--- src/rtl/delay_based_alpha_beta_adapt_top_defines.svh ---
`ifndef DELAY_BASED_ALPHA_BETA_ADAPT_TOP_DEFINES_SVH
`define DELAY_BASED_ALPHA_BETA_ADAPT_TOP_DEFINES_SVH

// same-cycle implication, reset masked
`define ABADAPT_ASSERT_NOW(label, clk, rst, ante, cons, msg) \
  label: assert property (@(posedge clk) disable iff (rst) (ante) |-> (cons)) else $error(msg);

// next-cycle implication, reset masked
`define ABADAPT_ASSERT_NEXT(label, clk, rst, ante, cons, msg) \
  label: assert property (@(posedge clk) disable iff (rst) (ante) |=> (cons)) else $error(msg);

`endif

--- src/rtl/abadapt_pkg.sv ---
package abadapt_pkg;

  localparam logic [2:0] FUNC_INIT   = 3'd0;
  localparam logic [2:0] FUNC_SAMPLE = 3'd1;
  localparam logic [2:0] FUNC_ACK    = 3'd2;
  localparam logic [2:0] FUNC_LOSS   = 3'd3;
  localparam logic [2:0] FUNC_SSTH   = 3'd4;

  localparam logic [7:0] REG_WINDOW_THRESHOLD = 8'd0;
  localparam logic [7:0] REG_GOOD_RTT_NEEDED  = 8'd1;

  localparam logic [31:0] RTT_CLAMP     = 32'd3355443;
  localparam logic [31:0] MIN_RTT_RESET = 32'h7fffffff;
  localparam logic [10:0] GAIN_MAX      = 11'd1280;
  localparam logic [10:0] GAIN_BASE     = 11'd128;
  localparam logic [5:0]  BETA_HI       = 6'd32;
  localparam logic [5:0]  BETA_LO       = 6'd6;
  localparam logic [31:0] GAIN_SPAN     = 32'd1242;  // GAIN_MAX - GAIN_MIN
  localparam logic [31:0] GAIN_MIN      = 32'd38;
  localparam logic [15:0] WTHR_RESET    = 16'd15;
  localparam logic [7:0]  GOOD_RESET    = 8'd5;

  // x / d == (x * ceil(2^(32+l) / d)) >> (32+l), l = ceil(log2 d), exact for 32-bit x
  localparam logic [32:0] RECIP_100    = 33'd5497558139;
  localparam int          RECIP_100_SH = 39;
  localparam logic [32:0] RECIP_20     = 33'd6871947674;
  localparam int          RECIP_20_SH  = 37;
  localparam logic [32:0] RECIP_10     = 33'd6871947674;
  localparam int          RECIP_10_SH  = 36;
  localparam logic [32:0] RECIP_38     = 33'd7233629131;
  localparam int          RECIP_38_SH  = 38;

  localparam int DIV_W = 38;

  typedef enum logic [0:0] {
    SEL_AVG, SEL_G2
  } div_sel_t;

  typedef struct packed {
    logic [2:0]         func;
    logic signed [31:0] rtt_sample;
    logic [31:0]        ack_seq;
    logic [31:0]        next_seq;
    logic [31:0]        cwnd;
  } in_item_t;

  typedef struct packed {
    logic [10:0] alpha_gain;
    logic [5:0]  beta_factor;
    logic [31:0] ssthresh;
    logic        round_ended;
  } out_item_t;

  typedef struct packed {
    logic     div_start;
    div_sel_t div_sel;
    logic     ld_thr;
    logic     ld_g1;
    logic     ld_q1;
    logic     commit;
  } cmd_t;

  typedef struct packed {
    logic [2:0] func;
    logic       round_hit;
    logic       below;
    logic       has_samples;
    logic       da_gt_d1;
    logic       den_zero;
    logic       div_idle;
    logic       div_done;
    logic       out_free;
  } stat_t;

endpackage

--- src/rtl/abadapt_ctrl.sv ---
`include "delay_based_alpha_beta_adapt_top_defines.svh"

module abadapt_ctrl (
  input  logic               clk,
  input  logic               rst,
  input  logic               in_valid,
  output logic               in_stall,
  input  abadapt_pkg::stat_t status,
  output abadapt_pkg::cmd_t  cmd
);

  typedef enum logic [3:0] {
    S_IDLE, S_DEC, S_W_AVG, S_CHK, S_G1B, S_G2_CHK, S_W_G2, S_COMMIT
  } state_t;

  state_t state, state_next;
  logic   in_wait;

  assign in_stall = state != S_IDLE;
  assign in_wait  = state == S_W_AVG || state == S_W_G2;

  always_comb begin
    state_next    = state;
    cmd.div_start = 1'b0;
    cmd.div_sel   = abadapt_pkg::SEL_AVG;
    cmd.ld_thr    = 1'b0;
    cmd.ld_g1     = 1'b0;
    cmd.ld_q1     = 1'b0;
    cmd.commit    = 1'b0;
    unique case (state)
      S_IDLE: if (in_valid) state_next = S_DEC;
      S_DEC: begin
        if (status.func == abadapt_pkg::FUNC_ACK && status.round_hit &&
            !status.below && status.has_samples) begin
          cmd.div_start = 1'b1;
          state_next    = S_W_AVG;
        end else begin
          state_next = S_COMMIT;
        end
      end
      // average lands; delay thresholds taken at the same edge
      S_W_AVG: if (status.div_done) begin
        cmd.ld_thr = 1'b1;
        state_next = S_CHK;
      end
      S_CHK: begin
        if (status.da_gt_d1) begin
          cmd.ld_g1  = 1'b1;
          state_next = S_G1B;
        end else begin
          state_next = S_COMMIT;
        end
      end
      S_G1B: begin
        cmd.ld_q1  = 1'b1;
        state_next = S_G2_CHK;
      end
      S_G2_CHK: begin
        if (status.den_zero) begin
          state_next = S_COMMIT;
        end else begin
          cmd.div_start = 1'b1;
          cmd.div_sel   = abadapt_pkg::SEL_G2;
          state_next    = S_W_G2;
        end
      end
      S_W_G2: if (status.div_done) state_next = S_COMMIT;
      S_COMMIT: if (status.out_free) begin
        cmd.commit = 1'b1;
        state_next = S_IDLE;
      end
      default: state_next = S_IDLE;
    endcase
  end

  always_ff @(posedge clk) begin
    if (rst) begin
      state <= S_IDLE;
    end else begin
      state <= state_next;
    end
  end

  `ABADAPT_ASSERT_NOW(a_commit_free, clk, rst, cmd.commit, status.out_free, "commit with full output")
  `ABADAPT_ASSERT_NOW(a_start_idle, clk, rst, cmd.div_start, status.div_idle, "divider busy at start")
  `ABADAPT_ASSERT_NOW(a_done_waiting, clk, rst, status.div_done, in_wait, "divider done outside wait")
  `ABADAPT_ASSERT_NEXT(a_accept_dec, clk, rst, state == S_IDLE && in_valid, state == S_DEC, "item lost")

endmodule

--- config.mk ---
export PLATFORM = sky130hd
export DESIGN_NAME = abadapt_ctrl
export DESIGN_NICKNAME = d
export VERILOG_FILES = /design/src/rtl/abadapt_pkg.sv /design/src/rtl/abadapt_ctrl.sv
export VERILOG_INCLUDE_DIRS = /design/src /design/src/rtl
export SDC_FILE = /design/constraint.sdc
export NUM_CORES = 1
export LEC_CHECK = 0
export BUFFER_PORTS_ARGS = -buffer_cell sky130_fd_sc_hd__buf_4
export CAP_MARGIN = 0
export CORE_AREA = 2 2 39 41
export DETAILED_ROUTE_END_ITERATION = 10
export DIE_AREA = 0 0 41 43
export PLACE_DENSITY = 0.46
export SLEW_MARGIN = 20
export SYNTH_ARGS = -nofsm -noshare
export SYNTH_HDL_FRONTEND = slang
export SYNTH_SLANG_ARGS = --single-unit
export TNS_END_PERCENT = 10
--- constraint.sdc ---
create_clock -name clk -period 1.4 [get_ports clk]
set_clock_uncertainty 0.05 [all_clocks]
set_input_delay 0.35 -clock clk [delete_from_list [all_inputs] [get_ports clk]]
set_output_delay 0.35 -clock clk [all_outputs]
set_load 0.02 [all_outputs]
-- After elaboration in Yosys (flattened, before gate mapping)
Cells that the tools add are included.
W data, S select, Z words.
- flip-flop bits (word level): 4
- input bits: 14
- word-level logic and storage cells: 39
- equality and inequality tests: 12
- multiplexer cells: 19
- reductions and logical operators: 7
- operators by type and width (cell ; count):
    $pmux W4 S8 ; 1
    $eq A4 B3 Y1 const B ; 4
    $mux W4 ; 4
    $mux W1 ; 10
    $eq A4 B2 Y1 const B ; 2
    $ne A2 B2 Y1 const B ; 4
    $eq A4 B1 Y1 const B ; 1
    $logic_not A4 Y1 ; 1
    $mux W2 ; 2
    $reduce_and A4 Y1 ; 1
    $reduce_bool A4 Y1 ; 1
    $eq A3 B2 Y1 const B ; 1
    $logic_and A1 B1 Y1 ; 3
    $mux W3 ; 1
    $pmux W1 S2 ; 1
    $logic_not A1 Y1 ; 1

-- Logic depth before layout (Yosys ltp)
- depth after elaboration: 6
- depth in mapped cells: 5

-- Worst setup path after synthesis
Ideal clock, no wire load.
- path type: reg2out
- from: reg state[0]
- to: out cmd[5] in the netlist's numbering
- arrival time: 1.368 ns
- data required time: 1.000 ns
- slack: -0.368 ns
- cell stages (with the launch flop): 5
- cell sequence: dfxtp_1 > buf_2 > nand2_1 > nor3_1 > o21bai_1
- RTL lines (what ; RTL line ; source):
    start, declared ; abadapt_ctrl.sv:16 ; state_t state, state_next;
    start signal, assigned ; abadapt_ctrl.sv:80 ; state <= state_next;
    end, declared ; abadapt_ctrl.sv:9 ; output abadapt_pkg::cmd_t cmd

==> key figures <==
Run status
  • Outcome: complete, but fails checks
  • Violated checks: setup timing

Synth
  • Netlist Area Pre-Place: 271.5 sq um
  • Net count after synthesis: 52
  • Ranking of synthesized cells by area: dfxtp_1, nor2_1, nand2b_1, nand2_1, o211ai_2
  • Combinational family with the most area after synthesis: simple AND/OR/NAND/NOR gates
  • Post-synth EDFFs: 0
  • Synth warn: 0
  • Synth Area in Simple Gates: 46.54%
  • Asr flop ratio synth: 0%
  • Area share of fa/ha/maj cells after synthesis: 0%
  • Post-Syn Instances: 38
  • Count leader, synth: nor2_1
  • Sequential area share after synthesis: 22.12%
  • Syn avg cell area: 7.145 sq um
  • Top cell type by total area after synthesis: dfxtp_1
  • Top_reg_cell synth: dfxtp_1
  • Commonest cells in the synthesized netlist: nor2_1, nand2_1, dfxtp_1, nand2b_1
  • Synth Area in XOR/XNOR: 0%
  • Top cell type's share of synthesized area: 22.12%
  • FF+latch count, synth: 3
  • Compound-Gate Fraction of Synth Area: 20.74%
  • Mux contribution to synthesized area: 0%
  • Library cells used by synthesis: 22

Clock network
  • CTS tree: built
  • Worst-Skew Late Latency: 230 ps
  • Num CTS Buffers: 3
  • CTS HTree Levels: 1
  • CTS sink count: 3
  • Hold Buf Count CTS: 0
  • CTS Root Cell: clkbuf_4
  • Clock Pin Slew Worst Setup and Hold Paths: 40 ps
  • Clock Path Buffers: 2

Global routing
  • Number of global-route vias before repair: 354
  • Congestion Overflow GR: 0
  • GRT Total Usage: 11.32%
  • Initial antenna violation count: 0
  • First-pass GRT wire length: 1338 um
  • Largest net degree at the start of global routing: 9

Cells and area
  • Share of layout cells above drive strength 1: 63.77%
  • Reg area: 66.31 sq um
  • Layout overhead on the synthesized area: 115.7%
  • Final Instance Count excl. Fillers: 85
  • Fillers: 161
  • Antenna diode count: 0
  • Multi-input gate area: 221.5 sq um
  • Top flop regs: state (3)
  • Nets@finish: 84
  • Max reg flops: 3
  • Most flops, register: state

Detailed routing
  • Final wirelength: 791 um
  • Max layer used: met3
  • DR WL met2: 368 um
  • WL/cell: 9.306 um
  • WL met3: 70 um
  • Residual DRC: 0
  • Vias per cell: 4.541
  • Pre-antenna DRT Iters: 2
  • ANT nets after route: 0
  • Met1 WL: 353 um
  • Vias post-DR: 386
  • Initial DRC count: 7

Floorplan
  • DIE HEIGHT: 43 um
  • Placeable Area: 1384 sq um
  • Starting density of the core: 19.62%
  • Io pins: 21
  • Die ar.: 1763 sq um
  • Die Span X: 41 um
  • Row count: 14

Timing
  • Final Worst Setup Slack: -180.4 ps
  • Fmax: 632.8 MHz
  • Final Hold Viols: 0
  • # setup viols final: 7
  • RSZ-0062 raised after global routing: true
  • Min Tclk post-route: 1580 ps
  • Slew @ Worst Pin: 230.2 ps
  • Final Max Slew Viols: 0
  • Final worst path period share: 112.9%
  • Slew headroom: 84.51%

Worst setup path
  • Arr. time, crit path: 1180 ps
  • Flop2flop setup slack: 70 ps
  • WS Path Type: flip-flop to primary output
  • Req. time, crit path: 1000 ps
  • Worst setup SP type: flip-flop
  • CP Capture Type: primary output
  • CP max FO: 5

Pwr
  • Leak: 0.0002657 uW
  • VDD IR max: 0.6289 mV
  • P per Cell Area: 1015 nW/um^2

Min path
  • Worst hold path class: primary input to flip-flop

Place
  • Pre-CTS setup slack: -237.8 ps
  • Gpl congestion: 0.7180
  • Port bufs: 19
  • Inst Count DP: 79
  • Post-DP HPWL: 641.4 um

Job
  • Max cap viols: 0
## report_power, final
group | internal, uW | leakage [uW] | switching (uW)
logic | 176 | 0.000225 | 129
clock network | 107 | 0.0000150 | 45.5
registers | 108 | 0.0000261 | 29.3
total | 391 | 0.000266 | 204
## what timing repair did
action,in CTS,in global routing
cloned,0,0
endpoints found under the setup margin,7,7
pin swaps,6,3
resized for setup,10,3
setup buffers,2,0
## kinds of logic (layout without fill, tap and decap cells)
group / after synthesis / count (layout)
AND/OR/NAND/NOR: 23 / 23
AO/OA/AOI/OAI: 7 / 7
buffers and inverters: 5 / 36
flip-flops: 3 / 3
## layout by cell type (no fill, tap or decap), drive strengths merged, types with 2 or more instances in the layout
cell	count
clkbuf	4
nand2b	3
nor3	2
dfxtp	3
nand3	2
buf	30
inv	2
nor2	6
nand2	4
## worst max-delay path: stages (launching register included)
cell and delay (ps):
dfxtp_2 340, buf_6 120, or2b_1 240, nor2_1 100
buf_4 140
## metal layers
metal	vias to the layer above	GRT usage, %
li1	197	-
met1	172	13.74
met2	17	16.25
met3	0	7.853
met4	0	2.000
met5	-	0
## layout make-up
class	instances	area share (%)
Timing Repair Buffer	30	41.67
Tap cell	16	3.419
Clock buffer	4	4.487
Sequential cell	3	11.32
Multi-Input combinational cell	30	37.82
Inverter	2	1.282
## final timing paths
path	from	depth (start not counted)	to
hold reg to reg	state[0]$_SDFFE_PP0P_	2	state[0]$_SDFFE_PP0P_
setup / recovery	state[2]$_SDFFE_PP0P_	4	cmd[2]
setup reg to reg	state[2]$_SDFFE_PP0P_	6	state[0]$_SDFFE_PP0P_
hold / removal	rst	2	state[1]$_SDFFE_PP0P_
## through the flow
step                area [sq um]  total power (uW)  TNS [ps]  utilization, %  hold WS [ps]
floorplan                  294.0             280.6    -63.99               -         372.4
finish                     585.6             594.4    -866.1           42.31         245.2
global placement           503.0             401.4    -458.9           36.35         496.2
global route               585.6             647.3     -1380           42.31         230.2
CTS                        575.6             594.3     -1080           41.59         240.7
detailed placement         503.0             400.7    -519.6           36.35         493.5
Note: power is estimated with default switching activity, not from simulation.
